<file path="config.mk">
export PLATFORM = sky130hd
export DESIGN_NAME = scalar_kalman_filter_top_flat
export DESIGN_NICKNAME = d
export VERILOG_FILES = /design/src/rtl/skf_pkg.sv /design/src/rtl/skf_if.sv /design/src/rtl/skf_div.sv /design/src/rtl/skf_mul.sv /design/src/rtl/scalar_kalman_filter_top.sv /design/src/flat_wrapper.sv
export VERILOG_INCLUDE_DIRS = /design/src /design/src/rtl
export SDC_FILE = /design/constraint.sdc
export NUM_CORES = 2
export LEC_CHECK = 0
export BUFFER_PORTS_ARGS = -buffer_cell sky130_fd_sc_hd__buf_2
export CORE_UTILIZATION = 50
export DETAILED_ROUTE_END_ITERATION = 8
export PLACE_DENSITY_LB_ADDON = 0.08
export SLEW_MARGIN = 20
export SYNTH_ARGS = -nofsm -noshare
export SYNTH_HDL_FRONTEND = slang
export SYNTH_SLANG_ARGS = --single-unit
export TNS_END_PERCENT = 5
</file>
<file path="constraint.sdc">
create_clock -name clk -period 20.9 [get_ports clk]
set_input_delay 2.09 -clock clk [delete_from_list [all_inputs] [get_ports clk]]
set_output_delay 2.09 -clock clk [all_outputs]
set_load 0.1 [all_outputs]
</file>
<file path="src/rtl/scalar_kalman_filter_top_macros.svh">
// assertion macros for the scalar kalman filter
`ifndef SCALAR_KALMAN_FILTER_TOP_MACROS_SVH
`define SCALAR_KALMAN_FILTER_TOP_MACROS_SVH

`ifndef SYNTHESIS
// same-cycle implication
`define SKF_ASSERT_IMP(label, clk, rst_n, ante, cons) \
  label: assert property (@(posedge clk) disable iff (!rst_n) (ante) |-> (cons)) \
    else $error("skf assertion failed");
// next-cycle implication
`define SKF_ASSERT_NXT(label, clk, rst_n, ante, cons) \
  label: assert property (@(posedge clk) disable iff (!rst_n) (ante) |=> (cons)) \
    else $error("skf assertion failed");
`else
`define SKF_ASSERT_IMP(label, clk, rst_n, ante, cons)
`define SKF_ASSERT_NXT(label, clk, rst_n, ante, cons)
`endif

`endif

</file>
<file path="src/rtl/skf_pkg.sv">
// types and constants shared by the scalar kalman filter
`timescale 1ns / 1ps
package skf_pkg;

  localparam int MEAS_W  = 32;          // measurement port width
  localparam int FE_W    = 48;          // filtered estimate port width
  localparam int COV_W   = 32;          // q8.24 covariance and noises
  localparam int CFG_W   = 32;
  localparam int CFG_IDX_W = 2;
  localparam int GAIN_FB = 24;          // gain fraction bits
  localparam int GAIN_W  = GAIN_FB + 1; // q1.24
  localparam int DEN_W   = COV_W + 1;
  localparam int DIV_STEPS = GAIN_FB;
  localparam int MUL_A_W = 32;
  localparam int PROD_W  = MUL_A_W + GAIN_W;
  localparam int ACC_W   = PROD_W + 1;
  localparam int MAGX_W  = GAIN_FB + MUL_A_W;

  localparam logic [GAIN_W-1:0] GAIN_ONE = GAIN_W'(1) << GAIN_FB;
  localparam logic [ACC_W-1:0]  RND_HALF = ACC_W'(1) << (GAIN_FB - 1);

  localparam logic [COV_W-1:0] COV_RESET = 32'd16777216;
  localparam logic [COV_W-1:0] PN_RESET  = 32'd16777;
  localparam logic [COV_W-1:0] MN_RESET  = 32'd16777216;

  // register indexes
  localparam logic [CFG_IDX_W-1:0] REG_INIT_EST = 2'd0;
  localparam logic [CFG_IDX_W-1:0] REG_INIT_COV = 2'd1;
  localparam logic [CFG_IDX_W-1:0] REG_PROC_NOISE = 2'd2;
  localparam logic [CFG_IDX_W-1:0] REG_MEAS_NOISE = 2'd3;

  typedef logic signed [MEAS_W-1:0] meas_t;
  typedef logic signed [FE_W-1:0]   fest_t;
  typedef logic [COV_W-1:0]         cov_t;
  typedef logic [CFG_W-1:0]         cfg_data_t;
  typedef logic [CFG_IDX_W-1:0]     cfg_idx_t;
  typedef logic [GAIN_W-1:0]        gain_t;
  typedef logic [MUL_A_W-1:0]       mul_a_t;
  typedef logic [PROD_W-1:0]        prod_t;

  typedef struct packed {
    logic  done;
    gain_t gain;
  } skf_div_res_t;

endpackage

</file>
<file path="src/rtl/skf_if.sv">
// valid/ready channels for measurements and results
`timescale 1ns / 1ps
interface skf_in_if;
  import skf_pkg::*;
  logic  valid;
  logic  ready;
  meas_t measurement;

  modport source (output valid, output measurement, input ready);
  modport sink (input valid, input measurement, output ready);
endinterface

interface skf_out_if;
  import skf_pkg::*;
  logic  valid;
  logic  ready;
  fest_t filtered_estimate;
  cov_t  covariance_out;

  modport source (output valid, output filtered_estimate, output covariance_out, input ready);
  modport sink (input valid, input filtered_estimate, input covariance_out, output ready);
endinterface

</file>
<file path="src/rtl/skf_div.sv">
// restoring divider for the gain p1 * 2^24 / (p1 + measurement noise)
`timescale 1ns / 1ps
module skf_div (
  input  logic                  clk,
  input  logic                  rst_n,
  input  logic                  start,
  input  skf_pkg::cov_t         p1,
  input  skf_pkg::cov_t         mn,
  output skf_pkg::skf_div_res_t res
);
  import skf_pkg::*;

  localparam int CNT_W = $clog2(DIV_STEPS);

  logic [DEN_W-1:0] den;
  logic [DEN_W-1:0] den_r;
  logic [DEN_W-1:0] rem_r;
  logic [DEN_W-1:0] rem_nxt;
  logic [DEN_W:0]   rem2;
  logic             ge;
  logic             mn_zero;
  gain_t            q_r;
  logic             busy_r;
  logic             done_r;
  logic [CNT_W-1:0] cnt_r;

  assign den     = {1'b0, p1} + {1'b0, mn};
  assign mn_zero = (mn == '0);

  // one quotient bit per step, a zero denominator gives a zero gain
  assign rem2    = {rem_r, 1'b0};
  assign ge      = (den_r != '0) && (rem2 >= {1'b0, den_r});
  assign rem_nxt = ge ? DEN_W'(rem2 - {1'b0, den_r}) : DEN_W'(rem2);

  always_ff @(posedge clk) begin
    if (!rst_n) begin
      busy_r <= 1'b0;
      done_r <= 1'b0;
      cnt_r  <= '0;
    end else begin
      done_r <= 1'b0;
      if (start) begin
        busy_r <= 1'b1;
        cnt_r  <= '0;
      end else if (busy_r) begin
        cnt_r <= cnt_r + 1'b1;
        if (cnt_r == CNT_W'(DIV_STEPS - 1)) begin
          busy_r <= 1'b0;
          done_r <= 1'b1;
        end
      end
    end
  end

  // integer bit of the gain is set only when the noise is zero and p1 is not
  always_ff @(posedge clk) begin
    if (start) begin
      den_r <= den;
      rem_r <= mn_zero ? '0 : {1'b0, p1};
      q_r   <= {{(GAIN_W-1){1'b0}}, mn_zero && (p1 != '0)};
    end else if (busy_r) begin
      rem_r <= rem_nxt;
      q_r   <= {q_r[GAIN_W-2:0], ge};
    end
  end

  assign res.done = done_r;
  assign res.gain = q_r;

endmodule

</file>
<file path="src/rtl/skf_mul.sv">
// registered 32 x 25 unsigned multiplier shared by the update steps
`timescale 1ns / 1ps
module skf_mul (
  input  logic            clk,
  input  skf_pkg::mul_a_t a,
  input  skf_pkg::gain_t  b,
  output skf_pkg::prod_t  prod
);
  import skf_pkg::*;

  prod_t prod_nxt;
  prod_t prod_r;

  assign prod_nxt = a * b;

  always_ff @(posedge clk) begin
    prod_r <= prod_nxt;
  end

  assign prod = prod_r;

endmodule

</file>
<file path="src/rtl/scalar_kalman_filter_top.sv">
// scalar kalman filter: sequencer, state, configuration and output register
//
//   channel   dir   fields                               handshake
//   in_ch     in    measurement                          valid/ready
//   out_ch    out   filtered_estimate, covariance_out    valid/ready
//   cfg_*     in    cfg_index, cfg_data                  cfg_we, no wait
//
// an item goes from accept to result through these steps:
// the gain divider needs 24 steps plus load and finish, then three passes through
// the shared multiplier and the update. in_ch.ready is high only while idle.
// a finished result may wait in the output register while the next item is accepted;
// the update of that next item stalls until the register is free.
// synchronous reset loads estimate 0, covariance 1.0 and the default noises.
`timescale 1ns / 1ps
`include "scalar_kalman_filter_top_macros.svh"
module scalar_kalman_filter_top #(
  parameter int MEASUREMENT_WIDTH      = 32,
  parameter int ESTIMATE_FRACTION_BITS = 16
) (
  input  logic                clk,
  input  logic                rst_n,
  skf_in_if.sink              in_ch,
  skf_out_if.source           out_ch,
  input  logic                cfg_we,
  input  skf_pkg::cfg_idx_t   cfg_index,
  input  skf_pkg::cfg_data_t  cfg_data
);
  import skf_pkg::*;

  localparam int EST_W  = MEASUREMENT_WIDTH + ESTIMATE_FRACTION_BITS;
  localparam int DIFF_W = EST_W + 1;

  localparam logic [2:0] S_IDLE   = 3'd0;
  localparam logic [2:0] S_DSTART = 3'd1;
  localparam logic [2:0] S_DWAIT  = 3'd2;
  localparam logic [2:0] S_MHI    = 3'd3;
  localparam logic [2:0] S_MLO    = 3'd4;
  localparam logic [2:0] S_MCOV   = 3'd5;
  localparam logic [2:0] S_UPD    = 3'd6;

  logic [2:0]              state_r, state_nxt;
  logic signed [EST_W-1:0] est_r, est_nxt;
  cov_t                    cov_r, cov_nxt;
  cov_t                    pn_r, pn_nxt;
  cov_t                    mn_r, mn_nxt;
  cov_t                    p1_r, p1_nxt;
  logic [EST_W-1:0]        mag_r, mag_nxt;
  logic                    neg_r, neg_nxt;
  gain_t                   k_r, k_nxt;
  logic [ACC_W-1:0]        acc_r, acc_nxt;
  fest_t                   fe_r, fe_nxt;
  cov_t                    cov_out_r, cov_out_nxt;
  logic                    out_valid_r, out_valid_nxt;

  logic                    accept;
  logic                    upd_go;
  logic signed [EST_W-1:0] z;
  logic signed [DIFF_W-1:0] diff;
  logic [DIFF_W-1:0]       mag_full;
  logic [COV_W:0]          pred_sum;
  cov_t                    p1;
  logic [MAGX_W-1:0]       magx;
  mul_a_t                  mul_a;
  gain_t                   mul_b;
  prod_t                   prod;
  logic [ACC_W-1:0]        rnd;
  logic [EST_W-1:0]        delta;
  logic [EST_W-1:0]        est_sum;
  logic signed [EST_W-1:0] est_new;
  fest_t                   fe_new;
  cov_t                    cov_new;
  logic [MEAS_W-MEASUREMENT_WIDTH:0] ie_top;
  logic                    ie_fits;
  logic signed [EST_W-1:0] est_load;
  logic                    div_start;
  skf_div_res_t            div_res;

  assign accept = in_ch.valid && in_ch.ready;

  // measurement into the estimate format, low bits only
  assign z = {in_ch.measurement[MEASUREMENT_WIDTH-1:0], {ESTIMATE_FRACTION_BITS{1'b0}}};
  assign diff = DIFF_W'(z) - DIFF_W'(est_r);
  assign mag_full = diff[DIFF_W-1] ? DIFF_W'(-diff) : DIFF_W'(diff);

  // predicted covariance, saturating
  assign pred_sum = {1'b0, cov_r} + {1'b0, pn_r};
  assign p1 = pred_sum[COV_W] ? '1 : pred_sum[COV_W-1:0];

  // initial estimate scaled, then clamped to the estimate range
  assign ie_top   = cfg_data[MEAS_W-1:MEASUREMENT_WIDTH-1];
  assign ie_fits  = (&ie_top) | ~(|ie_top);
  assign est_load = ie_fits ? {cfg_data[MEASUREMENT_WIDTH-1:0], {ESTIMATE_FRACTION_BITS{1'b0}}}
                            : {cfg_data[MEAS_W-1], {(EST_W-1){~cfg_data[MEAS_W-1]}}};

  assign div_start = (state_r == S_DSTART);

  skf_div u_div (
    .clk   (clk),
    .rst_n (rst_n),
    .start (div_start),
    .p1    (p1_r),
    .mn    (mn_r),
    .res   (div_res)
  );

  // delta = (mag >> 24) * k + round((mag & low) * k >> 24)
  assign magx = MAGX_W'(mag_r);

  // covariance operands stay on while the update waits
  always_comb begin
    unique case (state_r) inside
      S_MLO: begin
        mul_a = MUL_A_W'(magx[GAIN_FB-1:0]);
        mul_b = k_r;
      end
      S_MCOV, S_UPD: begin
        mul_a = p1_r;
        mul_b = GAIN_ONE - k_r;
      end
      default: begin
        mul_a = magx[MAGX_W-1:GAIN_FB];
        mul_b = k_r;
      end
    endcase
  end

  skf_mul u_mul (
    .clk  (clk),
    .a    (mul_a),
    .b    (mul_b),
    .prod (prod)
  );

  assign rnd     = (ACC_W'(prod) + RND_HALF) >> GAIN_FB;
  assign delta   = acc_r[EST_W-1:0];
  assign est_sum = neg_r ? (est_r - delta) : (est_r + delta);
  assign est_new = est_sum;
  assign cov_new = rnd[COV_W-1:0];

  generate
    if (EST_W > FE_W) begin : g_sat
      logic [EST_W-FE_W:0] est_top;
      logic                est_fits;
      assign est_top  = est_new[EST_W-1:FE_W-1];
      assign est_fits = (&est_top) | ~(|est_top);
      assign fe_new   = est_fits ? est_new[FE_W-1:0]
                                 : {est_new[EST_W-1], {(FE_W-1){~est_new[EST_W-1]}}};
    end else begin : g_ext
      assign fe_new = FE_W'(est_new);
    end
  endgenerate

  assign upd_go = !out_valid_r || out_ch.ready;

  always_comb begin
    state_nxt     = state_r;
    est_nxt       = est_r;
    cov_nxt       = cov_r;
    pn_nxt        = pn_r;
    mn_nxt        = mn_r;
    p1_nxt        = p1_r;
    mag_nxt       = mag_r;
    neg_nxt       = neg_r;
    k_nxt         = k_r;
    acc_nxt       = acc_r;
    fe_nxt        = fe_r;
    cov_out_nxt   = cov_out_r;
    out_valid_nxt = out_valid_r && !out_ch.ready;

    unique case (state_r)
      S_IDLE: begin
        if (accept) begin
          p1_nxt    = p1;
          mag_nxt   = mag_full[EST_W-1:0];
          neg_nxt   = diff[DIFF_W-1];
          state_nxt = S_DSTART;
        end
      end
      S_DSTART: begin
        state_nxt = S_DWAIT;
      end
      S_DWAIT: begin
        if (div_res.done) begin
          k_nxt     = div_res.gain;
          state_nxt = S_MHI;
        end
      end
      S_MHI: begin
        state_nxt = S_MLO;
      end
      S_MLO: begin
        acc_nxt   = ACC_W'(prod);
        state_nxt = S_MCOV;
      end
      S_MCOV: begin
        acc_nxt   = acc_r + rnd;
        state_nxt = S_UPD;
      end
      S_UPD: begin
        if (upd_go) begin
          est_nxt       = est_new;
          cov_nxt       = cov_new;
          fe_nxt        = fe_new;
          cov_out_nxt   = cov_new;
          out_valid_nxt = 1'b1;
          state_nxt     = S_IDLE;
        end
      end
      default: begin
        state_nxt = S_IDLE;
      end
    endcase

    if (cfg_we) begin
      unique case (cfg_index)
        REG_INIT_EST:   est_nxt = est_load;
        REG_INIT_COV:   cov_nxt = cfg_data;
        REG_PROC_NOISE: pn_nxt  = cfg_data;
        REG_MEAS_NOISE: mn_nxt  = cfg_data;
        default: ;
      endcase
    end
  end

  always_ff @(posedge clk) begin
    if (!rst_n) begin
      state_r     <= S_IDLE;
      est_r       <= '0;
      cov_r       <= COV_RESET;
      pn_r        <= PN_RESET;
      mn_r        <= MN_RESET;
      out_valid_r <= 1'b0;
    end else begin
      state_r     <= state_nxt;
      est_r       <= est_nxt;
      cov_r       <= cov_nxt;
      pn_r        <= pn_nxt;
      mn_r        <= mn_nxt;
      out_valid_r <= out_valid_nxt;
    end
  end

  always_ff @(posedge clk) begin
    p1_r      <= p1_nxt;
    mag_r     <= mag_nxt;
    neg_r     <= neg_nxt;
    k_r       <= k_nxt;
    acc_r     <= acc_nxt;
    fe_r      <= fe_nxt;
    cov_out_r <= cov_out_nxt;
  end

  assign in_ch.ready              = (state_r == S_IDLE);
  assign out_ch.valid             = out_valid_r;
  assign out_ch.filtered_estimate = fe_r;
  assign out_ch.covariance_out    = cov_out_r;

  `SKF_ASSERT_NXT(a_accept_starts_div, clk, rst_n, accept, state_r == S_DSTART)
  `SKF_ASSERT_IMP(a_div_done_in_wait, clk, rst_n, div_res.done, state_r == S_DWAIT)
  `SKF_ASSERT_IMP(a_gain_le_one, clk, rst_n, div_res.done, div_res.gain <= GAIN_ONE)
  `SKF_ASSERT_IMP(a_cov_not_above_pred, clk, rst_n, state_r == S_UPD, cov_new <= p1_r)

endmodule
</file>
<file path="src/flat_wrapper.sv">
// flat-port wrapper written by rule: the top's interface ports become plain ports
module scalar_kalman_filter_top_flat import skf_pkg::*;
#(
  parameter int MEASUREMENT_WIDTH      = 32,
  parameter int ESTIMATE_FRACTION_BITS = 16
)
  (clk, rst_n, cfg_we, cfg_index, cfg_data, in_ch_valid, in_ch_measurement, in_ch_ready, out_ch_valid, out_ch_filtered_estimate, out_ch_covariance_out, out_ch_ready);
  skf_in_if in_ch_i ();
  skf_out_if out_ch_i ();
  input  logic clk;
  input  logic rst_n;
  input  logic cfg_we;
  input  skf_pkg::cfg_idx_t cfg_index;
  input  skf_pkg::cfg_data_t cfg_data;
  input wire logic [$bits(in_ch_i.valid)-1:0] in_ch_valid;
  input wire logic [$bits(in_ch_i.measurement)-1:0] in_ch_measurement;
  output wire logic [$bits(in_ch_i.ready)-1:0] in_ch_ready;
  output wire logic [$bits(out_ch_i.valid)-1:0] out_ch_valid;
  output wire logic [$bits(out_ch_i.filtered_estimate)-1:0] out_ch_filtered_estimate;
  output wire logic [$bits(out_ch_i.covariance_out)-1:0] out_ch_covariance_out;
  input wire logic [$bits(out_ch_i.ready)-1:0] out_ch_ready;
  assign in_ch_i.valid = in_ch_valid;
  assign in_ch_i.measurement = in_ch_measurement;
  assign in_ch_ready = in_ch_i.ready;
  assign out_ch_valid = out_ch_i.valid;
  assign out_ch_filtered_estimate = out_ch_i.filtered_estimate;
  assign out_ch_covariance_out = out_ch_i.covariance_out;
  assign out_ch_i.ready = out_ch_ready;
  scalar_kalman_filter_top #(.MEASUREMENT_WIDTH(MEASUREMENT_WIDTH), .ESTIMATE_FRACTION_BITS(ESTIMATE_FRACTION_BITS)) u_core (.clk(clk), .rst_n(rst_n), .in_ch(in_ch_i), .out_ch(out_ch_i), .cfg_we(cfg_we), .cfg_index(cfg_index), .cfg_data(cfg_data));
endmodule
</file>
# Yosys cells after proc, flatten, opt, wreduce, memory -nomap -nowiden
# Index checks and enable logic that the tools add are counted.
# Widths: inputs -> output; s select.
[word_totals] rom_bits=0 out_inout_bits=82 latch_bits=0 mem_bits_rw=0 inputBits=71 ff_bits=547 wordCells=101 memories=0
[op_classes] n_mul=1 div_mod_pow=0 bitwise_logic=2 shift=0 n_mux=29 n_addsub=11 order_cmp=1 reduce_logical=23 n_eq_ne=13
[op_table] operator="$mux 48" count=6
[op_table] operator="$mux 32" count=5
[op_table] operator="$pmux 58 s2" count=1
[op_table] operator="$mux 33" count=3
[op_table] operator="$add 32x32->33" count=2
[op_table] operator="$pmux 32 s2" count=1
[op_table] operator="$add 57x24->58 const B" count=1
[op_table] operator="$add 58x34->58" count=1
[op_table] operator="$mul 32x25->57" count=1
[op_table] operator="$sub 48x48->49" count=1
[op_table] operator="$add 48x48->48" count=1
[op_table] operator="$neg 48->48" count=1
[op_table] operator="$sub 48x48->48" count=1
[op_table] operator="$ge 34x33->1" count=1
[op_table] operator="$reduce_bool 33->1" count=1
[op_table] operator="$sub 33x33->33" count=1
[op_table] operator="$logic_not 32->1" count=1
[op_table] operator="$reduce_bool 32->1" count=1
[op_table] operator="$mux 25" count=1
[op_table] operator="$sub 25x25->25 const A" count=1
[op_table] operator="$pmux 3 s7" count=1
[op_table] operator="$reduce_and 2->1" count=5
[op_table] operator="$eq 3x3->1 const B" count=3
[op_table] operator="$mux 3" count=3
[op_table] operator="other kinds (19)" count=36

# Longest topological paths before layout
[logic_depth] ltp_word=6 depth_mapped=39 depth_no_buf=37

# Cells and area by module
# A second synthesis with hierarchy kept.
[hier_totals] cells_unflattened=6904 hier_area_um2=61191.2
[modules_own_cells] mod="skf_mul" cells_per_inst=3037 area_per_inst_um2=27264.9 n_inst=1 seq_area_each_um2=1141.1
[modules_own_cells] mod="scalar_kalman_filter_top" cells_per_inst=3045 area_per_inst_um2=26395.3 n_inst=1 seq_area_each_um2=9989.6
[modules_own_cells] mod="skf_div" cells_per_inst=822 area_per_inst_um2=7531.0 n_inst=1 seq_area_each_um2=2632.5

# Worst setup path before layout
# No wires, ideal clock.
[synth_path] path_kind="flip-flop to flip-flop" from="register u_core.k_r[0]" to="register u_core.u_mul.prod_r[54], in the netlist u_core.u_mul.prod[54]" slack_ps=11393 t_arrival_ps=9435 period_less_slack_ps=9507 path_buffers=3 t_required_ps=20828 stages_incl_launch_ff=37 setup_time_ps=72 cell_sequence="edfxtp_1 > inv_1 > clkbuf_1 > ha_1 > nor3b_1 > nand3b_1 > or3_1 > nor4_1 > nor2_1 > xor2_1 > clkbuf_1 > nand2_1 > fa_1 > inv_1 > fa_1 > fa_1 > fa_1 > fa_1 > fa_1 > inv_1 > fa_1 > inv_1 > ha_1 > clkbuf_1 > a21o_1 > a21o_1 > a21o_1 > nand2b_1 > a2111oi_0 > a31o_2 > a21boi_1 > a211o_1 > a31o_2 > o41a_1 > a21o_1 > a21oi_1 > xnor2_1"
[synth_via] elab_chain_len=3
[synth_rtl] item="start, declared" line="scalar_kalman_filter_top.sv:49" rtl="gain_t k_r, k_nxt;"
[synth_rtl] item="start signal, assigned" line="scalar_kalman_filter_top.sv:247" rtl="k_r <= k_nxt;"
[synth_rtl] item="$sub 25x25->25" line="scalar_kalman_filter_top.sv:118" rtl="mul_b = GAIN_ONE - k_r;"
[synth_rtl] item="$mux 25 *" line="scalar_kalman_filter_top.sv:111" rtl="unique case (state_r) inside"
[synth_rtl] item="$mul 32x25->57 *" line="skf_mul.sv:14" rtl="assign prod_nxt = a * b;"
[synth_rtl] item="via u_core.u_mul.prod_nxt[54]" line="skf_mul.sv:11" rtl="prod_t prod_nxt;"
[synth_rtl] item="end signal, assigned" line="skf_mul.sv:17" rtl="prod_r <= prod_nxt;"
[synth_rtl] item="end, declared" line="skf_mul.sv:12" rtl="prod_t prod_r;"
# The timed path passes the listed nets; every way through them passes the cells marked *.
# A chain may end at the register's enable or synchronous reset.

# Worst setup path in the final report
[layout_path] from="register u_core.state_r[2]" to="register u_core.u_mul.prod_r[56], in the netlist u_core.u_mul.prod[56]"
[layout_via] elab_chain_len=4 elab_cells_between_ends=7 cone_classes="1 x mul; 3 x eq/ne; 2 x mux; 1 x reduce/logical"
[layout_rtl] item="start, declared" line="scalar_kalman_filter_top.sv:41" rtl="logic [2:0] state_r, state_nxt;"
[layout_rtl] item="start signal, assigned" line="scalar_kalman_filter_top.sv:234" rtl="state_r <= state_nxt;"
[layout_rtl] item="$eq 3x3->1 (no source line)"
[layout_rtl] item="$reduce_or 2->1" line="scalar_kalman_filter_top.sv:111"
[layout_rtl] item="$pmux 32 s2 / $mux 25 (equally long branches)" line="scalar_kalman_filter_top.sv:111"
[layout_rtl] item="$mul 32x25->57 *" line="skf_mul.sv:14"
[layout_rtl] item="via u_core.u_mul.prod_nxt[56]" line="skf_mul.sv:11"
# Marks and branches as above.

==> results.cfg <==
[cts]
cts_hold_buf = 0
clk_latency_ps = 650
cts_tree = done
clk_root_buffer_cell = clkbuf_16
htree_num_levels = 3
cts.clk_slew.worst_paths_ps = 60
cts_resized = 0
cts_sinks = 537
cts_setup_buffers = 0
cts_inserted_buffers = 67
clk_path_buf_depth = 3

[detailed_routing]
dr_wl_met3_um = 18270
highest_layer = met4
met2_wirelength_um = 82980
post_drt_wl_per_cell_um = 24.15
drt-met1-wl_um = 89270
drt_iter0_drc = 4866
antenna_left = 0
drt_first_pass_iters = 8
vias = 47557
routed_wl_um = 198400
drc = 0
via_per_inst = 5.788

[floorplanning]
die_area_um2 = 118100
die_w_um = 343.7
fp.coreArea_um2 = 115000
fp-row-count = 124
die-height_um = 343.7
ios = 153
initial_utilization_pct = 50.77

[outcome]
status = complete, no violations

[setup_path]
cp_common_cell = fa_1
worstPathBufferInverterCount = 5
path_max_fanout = 74
worstSetupPathType = reg -> reg
cp.arrival_ps = 11650
cp.required_ps = 21460
critical-path-slowest-cell = xnor2_4
crit_family = adder cells
crit_path_end_kind = register
start_kind = register
max_stage_delay_ps = 970

[place]
port_buffers = 152
dpl.hpwl_um = 157200
place_congestion = 0.9825

[timing]
hold_viol_final = 0
drv_slew = 0
setup_viol = 0
clock_skew_ps = 37.50
max_freq_mhz = 90.19
worst_slew_pin_slew_ps = 1172
fin_crit_sh_pct = 53.05
slew_headroom_pct = 21.86
rsz0062_at_grt = false
tns_ps = 0
post-route-min-period_ps = 11090

[yosys]
synth.largest_area_cell = fa_1
syn_area_um2 = 58370
ys_warn_count = 0
yosys-top-cells-area = fa_1 24%, edfxtp_1 15%, ha_1 8.7%
ys_async_sr_fraction_pct = 0
synth_edf_count = 301
synth_top_area_share_pct = 23.73
ys_types = 90
ys_seq_area_share_pct = 23.58
synth_nets = 7775
avgSynthCellArea_um2 = 8.838
syn-instance-count = 6605
synth.ff_latch_count = 537
yosys_most_used_dff = edfxtp_1

[global_routing]
grt_pass1_vias = 46711
grtUsageTotal_pct = 34.17
antenna_found_initial = 6
grt_max_degree = 95
grt-ovfl-total = 0
grt_pass1_wl_um = 298400

[finish]
syn_to_final_growth_pct = 8.389
drive_gt1_share_pct = 7.084
antennaDiodeCount = 0
nNetsFinal = 7821

[run]
maxCapViolations = 0

[worst_hold_path]
holdCritPathClass = reg -> reg
## cell usage after synthesis, types with 17 or more instances
master / count
mux2_2: 17
nor2_1: 616
o31ai_1: 19
a31oi_1: 37
or3_1: 20
o211ai_1: 23
a21o_1: 195
nand4_1: 46
o21bai_1: 33
xor2_1: 149
fa_1: 692
and3_1: 46
o21ai_0: 245
nor4_1: 42
ha_1: 407
clkbuf_1: 253
nand3_1: 74
edfxtp_1: 301
nor2b_1: 37
mux2i_1: 115
a211oi_1: 29
o21a_1: 30
nand2_1: 935
inv_1: 918
dfxtp_1: 236
nor3_1: 64
and2_1: 59
xnor2_1: 273
nand2b_1: 49
a21oi_1: 429
## kinds of logic (layout without fill, tap and decap cells)
kind of cell             Yosys count  count (layout)  synth area share (%)
AO/OA/AOI/OAI                   1146            1146                 11.94
XOR/XNOR                         424             424                 6.387
adder cells (fa/ha/maj)         1099            1099                 32.46
buffers and inverters           1200            1300                 7.770
flip-flops                       537             537                 23.58
multiplexers                     132             132                 2.300
AND/OR/NAND/NOR                 2067            2067                 15.57
## cells in the final DEF (no fill, tap or decap), drive strengths merged, types with 15 or more instances in the layout
cell and n:
nand2 935, inv 929, fa 692, nor2 619
a21oi 431, ha 407, edfxtp 301, xnor2 274
o21ai 256, buf 256, dfxtp 236, a21o 195
xor2 150, mux2i 115, clkbuf 90, nand3 77
nor3 65, and2 59, nand2b 49, and3 46
nand4 46, nor4 46, a31oi 38, nor2b 37
o21bai 33, o21a 30, a211oi 29, o211ai 23
o31ai 22, or3 21, clkinv 21, mux2 17
or2 15
## path summary, 6_finish.rpt
path	start	to	slack, ps	cells after the start
hold reg to reg	u_core.u_div.q_r[24]$_SDFFE_PP0P_	u_core.k_r[24]$_DFFE_PP_	430	0
setup reg to reg	u_core.state_r[2]$_SDFFE_PN0P_	u_core.u_mul.prod[56]$_DFF_P_	9810	32
setup / recovery	u_core.state_r[2]$_SDFFE_PN0P_	u_core.u_mul.prod[56]$_DFF_P_	9810	32
hold / removal	u_core.u_div.q_r[24]$_SDFFE_PP0P_	u_core.k_r[24]$_DFFE_PP_	430	0
## metal layers
metal  vias to the layer above  track usage (%)
met3                       330            6.532
met5                         -                0
li1                      21623                -
met4                         0            12.35
met1                     23470            50.49
met2                      2134            49.59
## registers in the layout, indices dropped and copies added, names as in the netlist
register and count:
u_core.pn_r 32, u_core.k_r 25, u_core.state_r 3, u_core.cov_r 32, u_core.acc_r 48, u_core.u_div.den_r 33, u_core.out_ch.covariance_out 32, u_core.u_mul.prod 57
u_core.u_div.busy_r 1, u_core.neg_r 1, u_core.p1_r 32, u_core.out_ch.filtered_estimate 48, u_core.u_div.cnt_r 5, u_core.u_div.rem_r 33, u_core.mn_r 32, u_core.est_r 48
u_core.u_div.q_r 25, u_core.u_div.done_r 1, u_core.out_ch.valid 1, u_core.mag_r 48
## area by class of cell
| cell class | instances | area [um2] |
|---|---|---|
| multi-input combinational | 4868 | 40400 |
| clock buffer | 90 | 1878 |
| clock inverter | 33 | 329.1 |
| inverter | 921 | 3463 |
| timing repair buffer | 256 | 1541 |
| tap | 1512 | 1892 |
| fill | 10567 | 51690 |
| sequential | 537 | 13760 |
## per-stage QoR
step | setup slack [ps] | cell area [um2] | utilization, % | hold WS, ps | instances
after floorplan | 11390 | 58370 | - | 407.6 | 6605
after global placement | 10270 | 61050 | 53.10 | 411.6 | 8094
after detailed placement | 9997 | 61050 | 53.11 | 432.0 | 8094
final | 9812 | 63270 | 55.03 | 433.3 | 8217
after global routing | 9335 | 63270 | 55.03 | 443.1 | 8217
after CTS | 9946 | 63260 | 55.03 | 434.5 | 8217
Power is not shown: default switching activity piles up to over one toggle a cycle in this logic, so the estimate is an artifact.
